File: src/hdl/irpd_pkg.sv
package irpd_pkg;

    // Field widths of the two channels and of the configuration port.
    localparam int FUNC_W    = 2;
    localparam int PULSE_W   = 16;
    localparam int KEY_W     = 7;
    localparam int REPEAT_W  = 8;
    localparam int IDLE_W    = 4;
    localparam int WORD_W    = 32;
    localparam int CFG_IDX_W = 3;
    localparam int CFG_W     = 8;
    localparam int OUT_DATA_W = 24;

    // Event kinds as they arrive on the input channel.
    localparam logic [FUNC_W-1:0] FUNC_TICK = 2'd0;
    localparam logic [FUNC_W-1:0] FUNC_RISE = 2'd1;
    localparam logic [FUNC_W-1:0] FUNC_FALL = 2'd2;
    localparam logic [FUNC_W-1:0] FUNC_SCAN = 2'd3;

    // Configuration register indexes.
    localparam logic [CFG_IDX_W-1:0] CFG_KEY_ONE    = 3'd0;
    localparam logic [CFG_IDX_W-1:0] CFG_KEY_TWO    = 3'd1;
    localparam logic [CFG_IDX_W-1:0] CFG_KEY_THREE  = 3'd2;
    localparam logic [CFG_IDX_W-1:0] CFG_KEY_FOUR   = 3'd3;
    localparam logic [CFG_IDX_W-1:0] CFG_LONG_PRESS = 3'd4;

    // Configuration reset values.
    localparam logic [CFG_W-1:0] RST_KEY_ONE    = 8'd176;
    localparam logic [CFG_W-1:0] RST_KEY_TWO    = 8'd48;
    localparam logic [CFG_W-1:0] RST_KEY_THREE  = 8'd168;
    localparam logic [CFG_W-1:0] RST_KEY_FOUR   = 8'd0;
    localparam logic [CFG_W-1:0] RST_LONG_PRESS = 8'd10;

    // Default depth of the event queue between front and back.
    localparam int QUEUE_DEPTH_DEF = 2;

    // Classified event carried through the queue.
    typedef enum logic [2:0] {
        EV_TICK,
        EV_RISE,
        EV_FALL_NONE,
        EV_FALL_ZERO,
        EV_FALL_ONE,
        EV_FALL_REPEAT,
        EV_FALL_LEADER,
        EV_SCAN
    } t_evt;

    typedef struct packed {
        logic [CFG_W-1:0] key_one;
        logic [CFG_W-1:0] key_two;
        logic [CFG_W-1:0] key_three;
        logic [CFG_W-1:0] key_four;
        logic [CFG_W-1:0] long_press;
    } t_cfg;

    typedef struct packed {
        logic empty;
        logic full;
    } t_q_status;

endpackage

File: src/hdl/irpd_front.sv
module irpd_front (
    input  logic                          i_tvalid,
    input  logic [irpd_pkg::FUNC_W-1:0]   i_func,
    input  logic [irpd_pkg::PULSE_W-1:0]  i_pulse_us,
    input  irpd_pkg::t_q_status           i_q_status,
    output logic                          o_tready,
    output logic                          o_push,
    output irpd_pkg::t_evt                o_evt
);

    localparam logic [irpd_pkg::PULSE_W-1:0] ZERO_LO   = 16'd300;
    localparam logic [irpd_pkg::PULSE_W-1:0] ZERO_HI   = 16'd800;
    localparam logic [irpd_pkg::PULSE_W-1:0] ONE_LO    = 16'd1400;
    localparam logic [irpd_pkg::PULSE_W-1:0] ONE_HI    = 16'd1800;
    localparam logic [irpd_pkg::PULSE_W-1:0] REPEAT_LO = 16'd2200;
    localparam logic [irpd_pkg::PULSE_W-1:0] REPEAT_HI = 16'd2600;
    localparam logic [irpd_pkg::PULSE_W-1:0] LEADER_LO = 16'd4200;
    localparam logic [irpd_pkg::PULSE_W-1:0] LEADER_HI = 16'd4700;

    irpd_pkg::t_evt fall_evt;

    assign o_tready = !i_q_status.full;
    assign o_push   = i_tvalid && !i_q_status.full;

    // Sort the pulse width into its window; the back end decides what it means.
    always_comb begin
        if (i_pulse_us > ZERO_LO && i_pulse_us < ZERO_HI) begin
            fall_evt = irpd_pkg::EV_FALL_ZERO;
        end else if (i_pulse_us > ONE_LO && i_pulse_us < ONE_HI) begin
            fall_evt = irpd_pkg::EV_FALL_ONE;
        end else if (i_pulse_us > REPEAT_LO && i_pulse_us < REPEAT_HI) begin
            fall_evt = irpd_pkg::EV_FALL_REPEAT;
        end else if (i_pulse_us > LEADER_LO && i_pulse_us < LEADER_HI) begin
            fall_evt = irpd_pkg::EV_FALL_LEADER;
        end else begin
            fall_evt = irpd_pkg::EV_FALL_NONE;
        end
    end

    always_comb begin
        unique case (i_func)
            irpd_pkg::FUNC_TICK: o_evt = irpd_pkg::EV_TICK;
            irpd_pkg::FUNC_RISE: o_evt = irpd_pkg::EV_RISE;
            irpd_pkg::FUNC_FALL: o_evt = fall_evt;
            irpd_pkg::FUNC_SCAN: o_evt = irpd_pkg::EV_SCAN;
            default:             o_evt = irpd_pkg::EV_SCAN;
        endcase
    end

endmodule

File: src/hdl/irpd_queue.sv
module irpd_queue #(
    parameter int DEPTH = irpd_pkg::QUEUE_DEPTH_DEF
) (
    input  logic                i_clk,
    input  logic                i_rst_n,
    input  logic                i_push,
    input  irpd_pkg::t_evt      i_evt,
    input  logic                i_pop,
    output irpd_pkg::t_evt      o_evt,
    output irpd_pkg::t_q_status o_status
);

    localparam int PTR_W = (DEPTH > 1) ? $clog2(DEPTH) : 1;
    localparam int CNT_W = $clog2(DEPTH + 1);

    irpd_pkg::t_evt   r_mem [DEPTH];
    logic [PTR_W-1:0] r_wr_ptr;
    logic [PTR_W-1:0] r_rd_ptr;
    logic [CNT_W-1:0] r_count;

    function automatic logic [PTR_W-1:0] next_ptr(input logic [PTR_W-1:0] ptr);
        if (ptr == PTR_W'(DEPTH - 1)) begin
            return '0;
        end
        return ptr + PTR_W'(1);
    endfunction

    always_ff @(posedge i_clk) begin
        if (!i_rst_n) begin
            r_wr_ptr <= '0;
            r_rd_ptr <= '0;
            r_count  <= '0;
        end else begin
            if (i_push) begin
                r_wr_ptr <= next_ptr(r_wr_ptr);
            end
            if (i_pop) begin
                r_rd_ptr <= next_ptr(r_rd_ptr);
            end
            if (i_push && !i_pop) begin
                r_count <= r_count + CNT_W'(1);
            end else if (i_pop && !i_push) begin
                r_count <= r_count - CNT_W'(1);
            end
        end
    end

    always_ff @(posedge i_clk) begin
        if (i_push) begin
            r_mem[r_wr_ptr] <= i_evt;
        end
    end

    assign o_evt           = r_mem[r_rd_ptr];
    assign o_status.empty  = (r_count == '0);
    assign o_status.full   = (r_count == CNT_W'(DEPTH));

endmodule

File: src/hdl/irpd_back.sv
module irpd_back (
    input  logic                                i_clk,
    input  logic                                i_rst_n,
    input  irpd_pkg::t_cfg                      i_cfg,
    input  irpd_pkg::t_evt                      i_evt,
    input  irpd_pkg::t_q_status                 i_q_status,
    output logic                                o_pop,
    output logic                                o_tvalid,
    input  logic                                i_tready,
    output logic [irpd_pkg::OUT_DATA_W-1:0]     o_tdata
);

    localparam logic [irpd_pkg::IDLE_W-1:0]   IDLE_LIMIT = 4'd14;
    localparam logic [irpd_pkg::REPEAT_W-1:0] REPEAT_MAX = 8'hFF;
    localparam logic [irpd_pkg::KEY_W-1:0]    HELD_BIT   = 7'h20;
    localparam logic [irpd_pkg::KEY_W-1:0]    LONG_BIT   = 7'h40;
    localparam logic [irpd_pkg::KEY_W-1:0]    KEY_MASK   = 7'h0F;
    localparam logic [7:0] CMD_ONE   = 8'hB0;
    localparam logic [7:0] CMD_TWO   = 8'h30;
    localparam logic [7:0] CMD_THREE = 8'hA8;
    localparam logic [7:0] CMD_FOUR  = 8'h00;
    localparam logic [7:0] CMD_FIVE  = 8'h18;
    localparam logic [irpd_pkg::KEY_W-1:0] KEY_ONE   = 7'h11;
    localparam logic [irpd_pkg::KEY_W-1:0] KEY_TWO   = 7'h12;
    localparam logic [irpd_pkg::KEY_W-1:0] KEY_THREE = 7'h13;
    localparam logic [irpd_pkg::KEY_W-1:0] KEY_FOUR  = 7'h14;
    localparam logic [irpd_pkg::KEY_W-1:0] KEY_FIVE  = 7'h15;

    logic [irpd_pkg::WORD_W-1:0]   r_word,   n_word;
    logic                          r_leader, n_leader;
    logic                          r_ready,  n_ready;
    logic                          r_high,   n_high;
    logic                          r_hold,   n_hold;
    logic [irpd_pkg::IDLE_W-1:0]   r_idle,   n_idle;
    logic [irpd_pkg::REPEAT_W-1:0] r_repeat, n_repeat;
    logic [irpd_pkg::KEY_W-1:0]    r_key,    n_key;

    logic                              r_out_valid;
    logic [irpd_pkg::OUT_DATA_W-1:0]   r_out_data;

    logic [7:0] addr, addr_inv, cmd, cmd_inv;
    logic       frame_ok;

    assign addr     = r_word[31:24];
    assign addr_inv = r_word[23:16];
    assign cmd      = r_word[15:8];
    assign cmd_inv  = r_word[7:0];
    assign frame_ok = (addr == ~addr_inv) && (cmd == ~cmd_inv);

    // The next event is taken whenever the output register is free or drains now.
    assign o_pop = !i_q_status.empty && (!r_out_valid || i_tready);

    always_comb begin
        n_word   = r_word;
        n_leader = r_leader;
        n_ready  = r_ready;
        n_high   = r_high;
        n_hold   = r_hold;
        n_idle   = r_idle;
        n_repeat = r_repeat;
        n_key    = r_key;
        unique case (i_evt)
            irpd_pkg::EV_TICK: begin
                if (r_leader) begin
                    n_high = 1'b0;
                    if (r_idle == '0) begin
                        n_ready = 1'b1;
                    end
                    if (r_idle < IDLE_LIMIT) begin
                        n_idle = r_idle + irpd_pkg::IDLE_W'(1);
                    end else begin
                        n_leader = 1'b0;
                        n_idle   = '0;
                    end
                end
            end
            irpd_pkg::EV_RISE: begin
                n_high = 1'b1;
            end
            irpd_pkg::EV_FALL_ZERO: begin
                if (r_high && r_leader) begin
                    n_word = {r_word[irpd_pkg::WORD_W-2:0], 1'b0};
                end
                n_high = 1'b0;
            end
            irpd_pkg::EV_FALL_ONE: begin
                if (r_high && r_leader) begin
                    n_word = {r_word[irpd_pkg::WORD_W-2:0], 1'b1};
                end
                n_high = 1'b0;
            end
            irpd_pkg::EV_FALL_REPEAT: begin
                if (r_high && r_leader) begin
                    if (r_repeat != REPEAT_MAX) begin
                        n_repeat = r_repeat + irpd_pkg::REPEAT_W'(1);
                    end
                    n_idle = '0;
                end
                n_high = 1'b0;
            end
            irpd_pkg::EV_FALL_LEADER: begin
                if (r_high && !r_leader) begin
                    n_leader = 1'b1;
                    n_repeat = '0;
                end
                n_high = 1'b0;
            end
            irpd_pkg::EV_FALL_NONE: begin
                n_high = 1'b0;
            end
            irpd_pkg::EV_SCAN: begin
                if (r_ready) begin
                    if (frame_ok) begin
                        if (!r_hold) begin
                            n_hold = 1'b1;
                            if (cmd == CMD_ONE || cmd == i_cfg.key_one) begin
                                n_key = KEY_ONE;
                            end else if (cmd == CMD_TWO || cmd == i_cfg.key_two) begin
                                n_key = KEY_TWO;
                            end else if (cmd == CMD_THREE || cmd == i_cfg.key_three) begin
                                n_key = KEY_THREE;
                            end else if (cmd == CMD_FOUR || cmd == i_cfg.key_four) begin
                                n_key = KEY_FOUR;
                            end else if (cmd == CMD_FIVE) begin
                                n_key = KEY_FIVE;
                            end
                        end else begin
                            n_key = r_key | HELD_BIT;
                        end
                        if (r_repeat >= i_cfg.long_press) begin
                            n_key = n_key | LONG_BIT;
                        end
                    end
                    // Release: a bad frame, a zero inverted command or a lost leader.
                    if (!frame_ok || cmd_inv == '0 || !r_leader) begin
                        n_ready  = 1'b0;
                        n_repeat = '0;
                        n_word   = '0;
                        n_key    = n_key & KEY_MASK;
                        n_hold   = 1'b0;
                    end
                end
            end
            default: begin
                n_high = r_high;
            end
        endcase
    end

    always_ff @(posedge i_clk) begin
        if (!i_rst_n) begin
            r_word      <= '0;
            r_leader    <= 1'b0;
            r_ready     <= 1'b0;
            r_high      <= 1'b0;
            r_hold      <= 1'b0;
            r_idle      <= '0;
            r_repeat    <= '0;
            r_key       <= '0;
            r_out_valid <= 1'b0;
        end else begin
            if (o_pop) begin
                r_word      <= n_word;
                r_leader    <= n_leader;
                r_ready     <= n_ready;
                r_high      <= n_high;
                r_hold      <= n_hold;
                r_idle      <= n_idle;
                r_repeat    <= n_repeat;
                r_key       <= n_key;
                r_out_valid <= 1'b1;
            end else if (i_tready) begin
                r_out_valid <= 1'b0;
            end
        end
    end

    always_ff @(posedge i_clk) begin
        if (o_pop) begin
            r_out_data <= {7'd0, n_repeat, n_leader, n_ready, n_key};
        end
    end

    assign o_tvalid = r_out_valid;
    assign o_tdata  = r_out_data;

endmodule

File: src/hdl/ir_remote_pulse_decoder.sv
// NEC-style infrared remote decoder. Every input transfer is one event: a 10 ms tick,
// a rising edge, a falling edge whose tdata carries the measured high time in
// microseconds, or a scan request; tuser says which. A 4.5 ms leader arms reception,
// 0.56 ms and 1.68 ms pulses shift in the 32 frame bits, 2.5 ms pulses count repeat
// codes, and 15 idle ticks end the frame. A scan checks the address and command
// complements and maps the command byte onto a key number with new, held and
// long-press bits. Every event produces exactly one output transfer that reports
// the key status, the frame-ready and leader flags and the repeat count after the
// event. The block takes one event per clock cycle unless output back-pressure fills
// the event queue; each event passes from the front-end classifier into the event
// queue and then through the state update in the back end that loads the output
// register. Configuration writes take effect on the next edge and are meant to be
// made while no events are in flight.
module ir_remote_pulse_decoder #(
    parameter int QUEUE_DEPTH = irpd_pkg::QUEUE_DEPTH_DEF
) (
    input  logic        i_clk,
    input  logic        i_rst_n,

    input  logic        s_axis_tvalid,
    output logic        s_axis_tready,
    // Bits 15..0: pulse_us.
    input  logic [15:0] s_axis_tdata,
    // Bits 1..0: func.
    input  logic [1:0]  s_axis_tuser,

    output logic        m_axis_tvalid,
    input  logic        m_axis_tready,
    // Bits 6..0: key_status, bit 7: frame_ready, bit 8: leader_seen,
    // bits 16..9: repeat_total, bits 23..17: zero.
    output logic [23:0] m_axis_tdata,

    input  logic        i_cfg_we,
    input  logic [2:0]  i_cfg_index,
    input  logic [7:0]  i_cfg_data
);

    irpd_pkg::t_cfg      r_cfg;
    irpd_pkg::t_evt      w_front_evt;
    irpd_pkg::t_evt      w_queue_evt;
    irpd_pkg::t_q_status w_q_status;
    logic                w_push;
    logic                w_pop;

    // Configuration registers; unknown indexes are dropped.
    always_ff @(posedge i_clk) begin
        if (!i_rst_n) begin
            r_cfg.key_one    <= irpd_pkg::RST_KEY_ONE;
            r_cfg.key_two    <= irpd_pkg::RST_KEY_TWO;
            r_cfg.key_three  <= irpd_pkg::RST_KEY_THREE;
            r_cfg.key_four   <= irpd_pkg::RST_KEY_FOUR;
            r_cfg.long_press <= irpd_pkg::RST_LONG_PRESS;
        end else if (i_cfg_we) begin
            unique case (i_cfg_index)
                irpd_pkg::CFG_KEY_ONE:    r_cfg.key_one    <= i_cfg_data;
                irpd_pkg::CFG_KEY_TWO:    r_cfg.key_two    <= i_cfg_data;
                irpd_pkg::CFG_KEY_THREE:  r_cfg.key_three  <= i_cfg_data;
                irpd_pkg::CFG_KEY_FOUR:   r_cfg.key_four   <= i_cfg_data;
                irpd_pkg::CFG_LONG_PRESS: r_cfg.long_press <= i_cfg_data;
                default:                  r_cfg            <= r_cfg;
            endcase
        end
    end

    // The front end sorts each event, including the pulse-width window of a
    // falling edge, so the back end only has to look at the decoded kind.
    irpd_front u_front (
        .i_tvalid   (s_axis_tvalid),
        .i_func     (s_axis_tuser),
        .i_pulse_us (s_axis_tdata),
        .i_q_status (w_q_status),
        .o_tready   (s_axis_tready),
        .o_push     (w_push),
        .o_evt      (w_front_evt)
    );

    // A short queue decouples input acceptance from output back-pressure.
    irpd_queue #(
        .DEPTH (QUEUE_DEPTH)
    ) u_queue (
        .i_clk    (i_clk),
        .i_rst_n  (i_rst_n),
        .i_push   (w_push),
        .i_evt    (w_front_evt),
        .i_pop    (w_pop),
        .o_evt    (w_queue_evt),
        .o_status (w_q_status)
    );

    // The back end owns all decoder state and the output register.
    irpd_back u_back (
        .i_clk      (i_clk),
        .i_rst_n    (i_rst_n),
        .i_cfg      (r_cfg),
        .i_evt      (w_queue_evt),
        .i_q_status (w_q_status),
        .o_pop      (w_pop),
        .o_tvalid   (m_axis_tvalid),
        .i_tready   (m_axis_tready),
        .o_tdata    (m_axis_tdata)
    );

    // The queue can never report full and empty at once.
    a_queue_flags: assert property (@(posedge i_clk) disable iff (!i_rst_n)
        !(w_q_status.full && w_q_status.empty))
        else $error("event queue reports full and empty together");

    // An event pushed into an empty queue that is not drained must be visible next cycle.
    a_push_lands: assert property (@(posedge i_clk) disable iff (!i_rst_n)
        (w_push && w_q_status.empty && !w_pop) |=> !w_q_status.empty)
        else $error("pushed event did not reach the queue");

    // Every event taken by the back end yields a result on the next cycle.
    a_pop_result: assert property (@(posedge i_clk) disable iff (!i_rst_n)
        w_pop |=> m_axis_tvalid)
        else $error("consumed event produced no output transfer");

endmodule

File: config.mk
export PLATFORM = sky130hd
export DESIGN_NAME = ir_remote_pulse_decoder
export DESIGN_NICKNAME = d
export VERILOG_FILES = /design/src/hdl/irpd_pkg.sv /design/src/hdl/irpd_front.sv /design/src/hdl/irpd_queue.sv /design/src/hdl/irpd_back.sv /design/src/hdl/ir_remote_pulse_decoder.sv
export SDC_FILE = /design/constraint.sdc
export NUM_CORES = 1
export LEC_CHECK = 0
export BUFFER_PORTS_ARGS = -buffer_cell sky130_fd_sc_hd__buf_4
export CAP_MARGIN = 10
export CORE_ASPECT_RATIO = 0.6
export CORE_MARGIN = 3
export CORE_UTILIZATION = 25
export CTS_CLUSTER_DIAMETER = 30
export DETAILED_ROUTE_END_ITERATION = 10
export SLEW_MARGIN = 30
export SYNTH_ARGS = -nofsm -noshare
export SYNTH_HDL_FRONTEND = slang
export SYNTH_SLANG_ARGS = --single-unit
File: constraint.sdc
create_clock -name i_clk -period 4.3 [get_ports i_clk]
set_input_delay 0 -clock i_clk [delete_from_list [all_inputs] [get_ports i_clk]]
set_output_delay 0 -clock i_clk [all_outputs]
set_load 0.005 [all_outputs]
* After elaboration in Yosys (flattened, before gate mapping) *
Memory sizes are Yosys's and may differ from the RTL's. A register that Yosys moved wholly into a read port is not among the register bits.
Index checks and enable logic that the tools add are counted.

word-level totals
  bits in registers = 117
  bits in writable memories = 6
  bits of input ports = 34
  output and inout bits = 26
  logic and storage cells = 179
  memories = 1

memories
  name           depth  width  rd ports  clocked after memory_dff  wr ports  line              text
  u_queue.r_mem  2      3      1         1                         1         irpd_queue.sv:16  irpd_pkg::t_evt r_mem [DEPTH];

operators by class
  add/sub/neg operators = 6
  $lt $le $gt $ge = 10
  eq/ne operators = 32
  multiplexer cells = 62
  bitwise gates (word level) = 2
  reductions and logical operators = 48

operators by type and width
  operator                                                                            count
  32-bit two-way mux                                                                  4
  32-bit case mux with 3 select lines                                                 1
  7-bit two-way mux                                                                   11
  8-bit == test                                                                       6
  8-bit two-way mux                                                                   5
  1-bit two-way mux                                                                   26
  8-bit case mux with 3 select lines                                                  1
  8-bit == test (second input constant)                                               2
  16-bit by 11-bit greater-than comparator with 1-bit output (second input constant)  1
  16-bit by 12-bit greater-than comparator with 1-bit output (second input constant)  1
  16-bit by 13-bit greater-than comparator with 1-bit output (second input constant)  1
  16-bit by 9-bit greater-than comparator with 1-bit output (second input constant)   1
  8-bit zero test                                                                     2
  16-bit by 10-bit less-than comparator with 1-bit output (second input constant)     1
  16-bit by 11-bit less-than comparator with 1-bit output (second input constant)     1
  16-bit by 12-bit less-than comparator with 1-bit output (second input constant)     1
  16-bit by 13-bit less-than comparator with 1-bit output (second input constant)     1
  8-bit inverter                                                                      2
  3-bit == test (second input constant)                                               5
  3-bit by 2-bit == test with 1-bit output (second input constant)                    4
  3-bit two-way mux                                                                   4
  4-bit two-way mux                                                                   3
  2-bit by 1-bit != test with 1-bit output (second input constant)                    6
  3-bit case mux with 4 select lines                                                  1
  other kinds (30)                                                                    69

* Longest topological paths before layout *
Gate-level depths: netlist of run 1.

  depth after elaboration = 12
  depth in mapped cells = 9
  depth with buffers taken out = 8

* By module *
A second synthesis of run 1 with hierarchy kept.

unflattened totals
  cells, all modules = 674
  area, all modules = 6432.4 um^2

modules (own cells, without submodules)
  module                   times used  cells an instance  area an instance (um^2)  seq. area each (um^2)
  irpd_back                1           443                4116.4                   1631.6
  ir_remote_pulse_decoder  1           151                1564.0                   800.8
  irpd_queue               1           31                 432.9                    280.3
  irpd_front               1           49                 319.1                    0.0

* Worst setup path before layout of run 1 *
Ideal clock, no wire load.

  kind = register to register
  start point = register u_back.r_out_valid (netlist: u_back.o_tvalid)
  end point = register u_back.r_key[1] (netlist bit)
  library setup time = 116 ps
  arrival = 2020 ps
  required time = 4184 ps
  setup slack = 2164 ps
  stages on the path, launching flop included = 8
  buffers on the path = 2
  period minus slack after synthesis = 2136 ps
  cell sequence = dfxtp_1 nor2b_1 or2_1 clkbuf_1 clkinv_1 clkbuf_1 a31oi_1 a41o_1

on the way
  longest elaborated chain between the ends = 3

RTL lines
  item                      line              text
  start: declaration        irpd_back.sv:38   logic r_out_valid;
  start signal: assignment  irpd_back.sv:160  r_out_valid <= 1'b0;
  start signal: assignment  irpd_back.sv:171  r_out_valid <= 1'b1;
  start signal: assignment  irpd_back.sv:173  r_out_valid <= 1'b0;
  1-bit zero test           irpd_back.sv:51   assign o_pop = !i_q_status.empty && (!r_out_valid || i_tready);
  1-bit logical OR          irpd_back.sv:51
  1-bit logical AND         irpd_back.sv:51
  net u_back.o_pop          irpd_back.sv:7    output logic o_pop,
  end signal: assignment    irpd_back.sv:170  r_key <= n_key;
  end: declaration          irpd_back.sv:36   logic [irpd_pkg::KEY_W-1:0] r_key, n_key;

The timed path passes the listed nets, and every way through them passes these cells.
A chain may end at the register's enable or synchronous reset.

* Final worst setup path of run 1 *
  start point = register u_back.r_word[9] (netlist bit)
  end point = register u_back.r_out_data, in the netlist u_back.o_tdata[4], data pin

on the way
  longest elaborated chain between the ends = 12
  elaborated cells on any way between the ends = 29
  those cells by class = eq/ne: 9; mux: 11; reduce/logical: 9

RTL lines
  item                                                                    line                                text
  start: declaration                                                      irpd_back.sv:29                     logic [irpd_pkg::WORD_W-1:0] r_word, n_word;
  start signal: assignment                                                irpd_back.sv:163                    r_word <= n_word;
  8-bit by 5-bit == test with 1-bit output, or another cell as far along  irpd_back.sv:124                    end else if (cmd == CMD_FIVE) begin
  7-bit two-way mux or 1-bit logical OR (tied branches)                   irpd_back.sv:124, irpd_back.sv:122
  7-bit two-way mux                                                       irpd_back.sv:122                    end else if (cmd == CMD_FOUR || cmd == i_cfg.key_four) begin
  7-bit two-way mux                                                       irpd_back.sv:120                    end else if (cmd == CMD_THREE || cmd == i_cfg.key_three) begin
  7-bit two-way mux                                                       irpd_back.sv:118                    end else if (cmd == CMD_TWO || cmd == i_cfg.key_two) begin
  7-bit two-way mux                                                       irpd_back.sv:116                    if (cmd == CMD_ONE || cmd == i_cfg.key_one) begin
  7-bit two-way mux                                                       irpd_back.sv:114                    if (!r_hold) begin
  7-bit two-way mux                                                       irpd_back.sv:130                    if (r_repeat >= i_cfg.long_press) begin
  7-bit two-way mux                                                       irpd_back.sv:113                    if (frame_ok) begin
  7-bit two-way mux *                                                     irpd_back.sv:135                    if (!frame_ok || cmd_inv == '0 || !r_leader) begin
  7-bit two-way mux *                                                     irpd_back.sv:112                    if (r_ready) begin
  7-bit two-way mux *                                                     irpd_back.sv:62                     unique case (i_evt)
  net u_back.n_key, one bit                                               irpd_back.sv:36
  end signal: assignment                                                  irpd_back.sv:180                    r_out_data <= {7'd0, n_repeat, n_leader, n_ready, n_key};
  end: declaration                                                        irpd_back.sv:39                     logic [irpd_pkg::OUT_DATA_W-1:0] r_out_data;

The timed path passes the listed nets; every way through them passes the cells marked *.

==> results_dict.tcl, run 1 <==
set metrics [dict create \
    post-route-util_pct 31.38 \
    cts_resized 0 \
    finClkSkew_ns 0.007000 \
    crit_path_end_kind "register" \
    swShare_pct 29.06 \
    yosysUniqueCellTypes 80 \
    finalCritPeriodShare_pct 58.57 \
    ant_nets 0 \
    fmax_mhz 397.1 \
    path_class "reg -> reg" \
    rows 44 \
    power.leakage_nw 2.882 \
    cap_violations 0 \
    hold_viol 0 \
    synthCells 706 \
    p_per_area_nw_per_um2 443.6 \
    switchingPower_mw 0.9910 \
    grt_pass1_vias 4973 \
    cts_made_buffers 17 \
    r2r_cells 6 \
    worstReg2RegEnd "u_back.o_tdata[4]$_DFFE_PP_" \
    internal_power_mw 2.419 \
    dieArea_um2 27260 \
    first_pass_iters 4 \
    clk_latency_ns 0.42 \
    path_clk_slew_ns 0.06 \
    cp-start-kind "register" \
    setup_tns_ns 0 \
    irDropWorstVdd_uv 351.7 \
    power_frac_comb_pct 18.8 \
    core_um2 24500 \
    drtIter0Drc 433 \
    crit_path_end "u_back.o_tdata[4]$_DFFE_PP_" \
    max_slew.worst_pin.slew_ns 0.8573 \
    grt_usage_pct 12.46 \
    htree_num_levels 4 \
    final_cell_mix "nand2_1 (117), dfxtp_1 (101), buf_4 (59)" \
    start_util_pct 25.77 \
    synth_flop_cell "dfxtp_1" \
    grt_start_max_net_pins 42 \
    synth_seq_area_share_pct 42.96 \
    setup_viol 0 \
    avgSynthCellArea_um2 8.943 \
    antenna_found_initial 0 \
    fp.dieW_um 211.2 \
    postCtsSetupBuffers 0 \
    die_h_um 129.1 \
    synth_edf_count 23 \
    syn_area_um2 6314 \
    hold_buffers 19 \
    root_buffer "clkbuf_16" \
    wire_per_inst_um 15.09 \
    arrival_ns 2.80 \
    antenna_cells 0 \
    finalWirelength_um 16570 \
    finalCriticalPeriod_ns 2.518 \
    via_per_inst 4.902 \
    fin_nets 809 \
    min_path_type "in -> reg" \
    cts_tree "done" \
    final_common_cell "nand2_1" \
    worstPathRequired_ns 4.58 \
    io_pins 60 \
    slew_headroom_pct 42.64 \
    vias 5382 \
    pwr-share-seq_pct 40.4 \
    nFillCells 2542 \
    hold_depth 4 \
    ys_seq_elements 124 \
    reg2reg_slack_ns 1.78 \
    clkPwrFrac_pct 40.8 \
    place_congestion 0.8576 \
    reg2reg_from "u_back.r_word[9]$_SDFFE_PN0P_" \
    ys_async_sr_fraction_pct 0 \
    crit_fanout 12 \
    yosys_warnings 0 \
    status "complete, no violations" \
    rsz0062_at_grt "false" \
    startpoint "u_back.r_word[9]$_SDFFE_PN0P_" \
    route.detailed.drc 0 \
    syn_to_final_growth_pct 21.76 \
    hpwl_um 11840 \
    grt_pass1_wl_um 26940 \
    slew_violations 0 \
    port_buffers 52 \
    drive_gt1_share_pct 14.69 \
    total_power_mw 3.410 \
    cts.sinks 124 \
    gr-total-overflow 0 \
    clockBufferDepth 2 \
]
==> per-layer routing <==
layer | global-route usage (%) | vias up | routed length [um]
met1 | 18.51 | 2521 | 8542
met3 | 4.041 | 12 | 1149
met4 | 3.147 | 0 | 129
met5 | 0 | - | 0
li1 | - | 2662 | -
met2 | 17.27 | 187 | 6745
==> metrics by stage <==
step,hold WS [ns],area [um2],setup slack (ns),instances
final,0.06904,7687,1.782,1098
after global routing,0.06994,7687,1.490,1098
after CTS,0.04470,7687,1.767,1098
after detailed placement,0.2922,6917,1.786,1047
after global placement,0.2817,6917,1.861,1047
after floorplan,0.1240,6336,2.164,712
==> area by class of cell <==
cell class                 instances  area, um2  area share [%]
tap                              322      402.9           5.241
timing repair buffer              78      633.1           8.236
clock inverter                    12      112.6           1.465
multi-input combinational        519       3272           42.56
sequential                       124       2713           35.29
inverter                          23      86.33           1.123
clock buffer                      20      467.9           6.087
==> flip-flops by register name (all words and copies together), names as in the netlist, 2 cells and up, named ones only <==
signal,flops
u_back.r_idle,4
r_cfg,40
u_back.r_key,7
u_queue.r_count,2
u_back.r_repeat,8
u_back.r_word,32
u_queue.r_mem,6
u_back.o_tdata,17
==> how the worst min path moves through the flow <==
| stage | start | end | slack, ns |
|---|---|---|---|
| 6_report | s_axis_tdata[10] | u_queue.r_mem[0][1]$_DFFE_PP_ | 0.07 |
| 5_1_grt | s_axis_tdata[9] | u_queue.r_mem[0][1]$_DFFE_PP_ | 0.07 |
| 4_1_cts | s_axis_tdata[10] | u_queue.r_mem[0][1]$_DFFE_PP_ | 0.04 |
| 3_5_place_dp | i_cfg_data[5] | r_cfg[21]$_SDFFE_PN1P_ | 0.29 |
| 3_3_place_gp | i_cfg_data[5] | r_cfg[37]$_SDFFE_PN1P_ | 0.28 |
| 2_1_floorplan | i_cfg_data[5] | r_cfg[21]$_SDFFE_PN1P_ | 0.12 |
==> worst max-delay path: stages (launching register included) <==
cell,delay [ns]
dfxtp_1,0.58
xor2_1,0.21
nand4_1,0.16
nor4_4,0.55
and3b_1,0.46
nor2b_1,0.24
o32a_1,0.19
==> Yosys cell counts (all sizes together), types with 12 or more instances <==
cell	instances	area (um2)
edfxtp	23	690.7
a21oi	58	294.0
o21ai	23	115.1
nand2	118	445.4
ha	12	150.1
xor2	19	166.4
nand3	22	110.1
inv	22	82.58
buf	27	200.2
clkbuf	19	71.32
a31oi	16	115.1
xnor2	33	289.0
nand4	17	106.4
a22o	31	271.5
dfxtp	101	2022
nor2	32	122.6
==> power groups by stage <==
stage | combinational (mW) | clock [mW] | sequential [mW]
after floorplan | 0.378 | 0 | 1.39
after global placement | 0.628 | 0 | 1.41
after detailed placement | 0.629 | 0 | 1.41
after CTS | 0.644 | 1.43 | 1.38
after global routing | 0.715 | 1.48 | 1.39
final | 0.642 | 1.39 | 1.38
==> cell families (layout without fill, tap and decap cells) <==
logic type	count (synthesis)	count (layout)	synth area share, %
muxes	7	7	1.348
DFF	124	124	42.96
and+or+nand+nor	257	257	20.08
xor gates and xnor gates	52	52	7.214
adders and majority gates	12	12	2.378
buffers and inverters	69	133	5.668
AOI/OAI and AO/OA	184	184	20.29
other	1	7	0.05940
(Power assumes the default switching activity.)
==> inputs of run 2 (changes only) <==
==> constraint.sdc (replaced) <==
create_clock -name i_clk -period 2.3 [get_ports i_clk]
set_input_delay 0 -clock i_clk [delete_from_list [all_inputs] [get_ports i_clk]]
set_output_delay 0 -clock i_clk [all_outputs]
set_load 0.005 [all_outputs]
==> results_dict.tcl, run 2 (synthesis results as in run 1) <==
set metrics [dict create \
    status "complete, no violations" \
    io_pins 60 \
    wire_per_inst_um 14.98 \
    clockBufferDepth 2 \
    setup_viol 0 \
    power_frac_comb_pct 21.0 \
    worstPathRequired_ns 2.60 \
    fmax_mhz 447.2 \
    drive_gt1_share_pct 19.75 \
    multi_input_area_um2 3308 \
    finalWirelength_um 17030 \
    cap_violations 0 \
    root_buffer "clkbuf_16" \
    grt_start_max_net_pins 48 \
    swShare_pct 29.84 \
    start_util_pct 25.77 \
    final_cell_mix "nand2_1 (117), dfxtp_1 (100), buf_4 (98)" \
    crit_fanout 8 \
    total_power_mw 6.536 \
    vias 5515 \
    min_path_type "in -> reg" \
    regMostFlops "r_cfg" \
    fp.dieW_um 211.2 \
    arrival_ns 2.54 \
    grt_usage_pct 12.79 \
    reg2reg_from "u_queue.r_mem[0][0]$_DFFE_PP_" \
    dieArea_um2 27260 \
    startpoint "u_queue.r_mem[0][0]$_DFFE_PP_" \
    cp-start-kind "register" \
    path_buf_inv 1 \
    path_clk_slew_ns 0.07 \
    rows 44 \
    cts.sinks 124 \
    syn_to_final_growth_pct 27.57 \
    port_buffers 52 \
    clk_latency_ns 0.42 \
    internal_power_mw 4.586 \
    nFillCells 2536 \
    drtIter0Drc 410 \
    path_class "reg -> reg" \
    max_slew.worst_pin.slew_ns 0.6822 \
    place_congestion 0.8586 \
    setup_tns_ns 0 \
    fin_nets 848 \
    cp_slowest_stage_delay_ns 0.43 \
    ant_nets 0 \
    route.detailed.drc 0 \
    finalCriticalPeriod_ns 2.236 \
    gr-total-overflow 0 \
    core_um2 24500 \
    hpwl_um 12330 \
    cpLargestDelayFamily "compound AO/OA/AOI/OAI gates" \
    irDropWorstVdd_uv 657.4 \
    htree_num_levels 4 \
    finalCritPeriodShare_pct 97.23 \
    final_common_cell "nand2_1" \
    cp_cell_sequence "mux2_4 > or4_1 > a21o_1 > a31oi_4 > buf_4 > nand2_2 > o221a_1" \
    pwr-share-seq_pct 39.1 \
    die_h_um 129.1 \
    regArea_um2 2714 \
    cp_slowest_cell "edfxtp_1" \
    grt_pass1_wl_um 28180 \
    slew_violations 0 \
    grt_pass1_vias 5400 \
    first_pass_iters 5 \
    antenna_cells 0 \
    min_from "i_cfg_index[1]" \
    cts_made_buffers 17 \
    finClkSkew_ns 0.01049 \
    largest_reg_flops 40 \
    cts_tree "done" \
    clkPwrFrac_pct 39.9 \
    switchingPower_mw 1.950 \
    via_per_inst 4.850 \
    hold_viol 0 \
    power.leakage_nw 3.122 \
    antenna_found_initial 0 \
    crit_path_end_kind "register" \
    p_per_area_nw_per_um2 811.6 \
    slew_headroom_pct 54.35 \
    postCtsSetupBuffers 0 \
]
-- run 2: cell count changes in the layout (fill, tap and decap cells not counted), moves of 2 or more --
cell	change
nor4_2	-2
dlygate4sd3_1	-4
nor4_4	+2
buf_12	+4
buf_4	+39
inv_6	+4
-- run 2: routing by layer --
layer  part of all wire (%)  global-route usage, %  wire [um]  vias up
met4                   0.40                  1.849         68        2
met5                   0.27                  1.207         46        -
met2                     42                  18.62       7140      163
li1                       -                      -          -     2727
met3                    6.0                  3.895       1027       11
met1                     51                  18.88       8747     2612
-- run 2: tightest hold or removal path, stage by stage --
cell and delay, ns:
buf_4 0.11, nor2_1 0.15, nand2_1 0.10, a21oi_1 0.05
-- run 2: worst paths after layout --
| kind | endpoint | slack [ns] | cells after the start |
|---|---|---|---|
| min | r_cfg[25]$_SDFFE_PN0P_ | 0.03 | 4 |
| max reg2reg | u_back.r_repeat[2]$_SDFFE_PN0P_ | 0.06 | 7 |
| max | u_back.r_repeat[2]$_SDFFE_PN0P_ | 0.06 | 7 |
| min reg2reg | u_back.r_key[3]$_SDFFE_PN0P_ | 0.42 | 2 |
-- run 2: what timing repair did --
| item | in CTS | in global routing |
|---|---|---|
| setup endpoints to repair | 0 | 37 |
| hold buffers | 15 | 0 |
| gates resized for setup | 0 | 6 |
| endpoints found under the hold margin | 55 | 0 |
-- run 2: final cells by class --
type,count,share of cell area [%]
clock buffers,19,5.903
clock inverters,13,1.258
inverters,23,1.072
multi-input cells,519,41.08
flip-flops and latches,124,33.70
well taps,322,5.002
repair buffers,117,11.99
-- run 2: power groups by stage --
stage	logic (mW)	clock network [mW]	registers [mW]
finish	1.37	2.61	2.55
global route	1.51	2.76	2.58
CTS	1.36	2.66	2.56
detailed placement	1.34	0	2.60
global placement	1.33	0	2.60
floorplan	0.706	0	2.59
-- run 2: per-stage QoR --
stage          std cells  instance area, um2  setup WS [ns]  hold WS, ns  util [%]
6_report            1137                8054        0.06380      0.03479     32.88
5_1_grt             1137                8054     -0.0006755      0.05895     32.88
4_1_cts             1137                8016        0.06268      0.01577     32.72
3_5_place_dp        1090                7289        0.08716       0.2861     29.75
3_3_place_gp        1090                7289        0.08706       0.2741     29.75
2_1_floorplan        712                6336         0.1637       0.1240         -
==> inputs of run 3 (changes only) <==
--- a/config.mk
+++ b/config.mk
@@ -9,9 +9,10 @@
 export CAP_MARGIN = 10
 export CORE_ASPECT_RATIO = 0.6
 export CORE_MARGIN = 3
-export CORE_UTILIZATION = 25
+export CORE_UTILIZATION = 54
 export CTS_CLUSTER_DIAMETER = 30
 export DETAILED_ROUTE_END_ITERATION = 10
+export PLACE_DENSITY = 0.77
 export SLEW_MARGIN = 30
 export SYNTH_ARGS = -nofsm -noshare
 export SYNTH_HDL_FRONTEND = slang
==> results_dict.tcl, run 3 (synthesis results as in run 1) <==
set metrics [dict create \
    grt_start_max_net_pins 40 \
    dieArea_um2 13070 \
    htree_num_levels 4 \
    cp_slowest_stage_delay_ns 0.51 \
    finalCriticalPeriod_ns 2.238 \
    route.detailed.drc 0 \
    setup_viol 0 \
    slew_headroom_pct 62.02 \
    ant_nets 0 \
    wire_per_inst_um 17.85 \
    instances_no_fill 948 \
    power.leakage_nw 3.032 \
    cp_slowest_cell "dfxtp_1" \
    fmax_mhz 446.8 \
    irDropWorstVdd_uv 650.9 \
    antenna_found_initial 0 \
    crit_fanout 6 \
    min_path_type "in -> reg" \
    core_um2 10960 \
    largest_reg_flops 40 \
    route.top_layer_used "met4" \
    gr-total-overflow 0 \
    wl_met2_um 7296 \
    grt_pass1_wl_um 27420 \
    cp-start-kind "register" \
    die_h_um 89.76 \
    cts_made_buffers 17 \
    hold_viol 0 \
    m1WireLength_um 7681 \
    cts_tree "done" \
    place_congestion 0.9553 \
    total_power_mw 6.709 \
    first_pass_iters 8 \
    grt_pass1_vias 5460 \
    cp_cell_sequence "buf_4 > xnor2_1 > nand4_1 > o32ai_1 > nor4_4 > nor2b_1 > o32a_1" \
    antenna_cells 0 \
    vias 5672 \
    placed_cell_area_um2 6885 \
    path_clk_slew_ns 0.06 \
    port_buffers 52 \
    reg2reg_from "u_back.r_word[10]$_SDFFE_PN0P_" \
    drtIter0Drc 543 \
    hold_ws_ns 0.01828 \
    setup_tns_ns 0 \
    rsz0062_at_grt "false" \
    clockBufferDepth 2 \
    slew_violations 0 \
    post-route-util_pct 70.28 \
    setup_ws_ns 0.06187 \
    detailedPlace.worstSlack_ns -0.09806 \
    rows 29 \
    path_class "reg -> reg" \
    final_cell_mix "nand2_1 (117), dfxtp_1 (100), buf_4 (79)" \
    final_common_cell "nand2_1" \
    post-place-cells 902 \
    hpwl_um 11770 \
    final_cell_area_um2 7701 \
    status "complete, no violations" \
    grt_usage_pct 25.52 \
    p_per_area_nw_per_um2 871.2 \
    worstPathRequired_ns 2.46 \
    crit_path_end_kind "register" \
    root_buffer "clkbuf_16" \
    finClkSkew_ns 0.007808 \
    finalCritPeriodShare_pct 97.31 \
    arrival_ns 2.40 \
    fp.dieW_um 145.6 \
    min_from "i_cfg_index[1]" \
    via_per_inst 5.983 \
    clk_latency_ns 0.41 \
    cap_violations 0 \
    start_util_pct 57.62 \
    regMostFlops "r_cfg" \
    route.met3.wl_um 1715 \
    drive_gt1_share_pct 18.03 \
    io_pins 60 \
    finalWirelength_um 16920 \
    startpoint "u_back.r_word[10]$_SDFFE_PN0P_" \
    syn_to_final_growth_pct 21.98 \
    max_slew.worst_pin.slew_ns 0.5675 \
    cts.sinks 124 \
    fin_nets 826 \
]
run 3: power breakdown:
part	total (mW)	switching, mW	internal [mW]	leakage [nW]
Sequential	2.57	0.119	2.45	1.04
Combinational	1.30	0.751	0.548	1.68
Clock	2.84	1.05	1.79	0.311
Total	6.71	1.92	4.79	3.03
run 3: worst paths after layout:
path	end	slack, ns	cells after the start
min	r_cfg[27]$_SDFFE_PN0P_	0.02	4
min reg2reg	u_back.r_key[3]$_SDFFE_PN0P_	0.43	2
max reg2reg	u_back.o_tdata[4]$_DFFE_PP_	0.06	7
max	u_back.o_tdata[4]$_DFFE_PP_	0.06	7
run 3: layout make-up:
type | instances | area (um2)
multi-input combinational | 519 | 3309
fill | 812 | 3257
sequential | 124 | 2714
timing repair buffer | 95 | 765.7
clock buffer | 18 | 450.4
tap | 155 | 193.9
clock inverter | 14 | 181.4
inverter | 23 | 86.33
run 3: per-layer routing:
layer	vias to the layer above	GRT usage (%)
li1	2695	-
met1	2662	36.65
met2	293	36.58
met3	22	8.643
met4	0	7.109
met5	-	0
run 3: worst max-delay path, delay by kind of cell (launching register included):
kind	cells	cell delay, ns
buf+inv	1	0.22
xor+xnor	1	0.07
flops	1	0.51
simple gates	3	0.81
compound gates	2	0.38
run 3: repair_timing:
| item | in CTS | in global routing |
|---|---|---|
| gates resized for setup | 2 | 8 |
| pin swaps | 0 | 1 |
| buffers inserted | 0 | 1 |
| endpoints found under the hold margin | 46 | 0 |
| hold buffers | 13 | 0 |
| endpoints found under the setup margin | 8 | 43 |
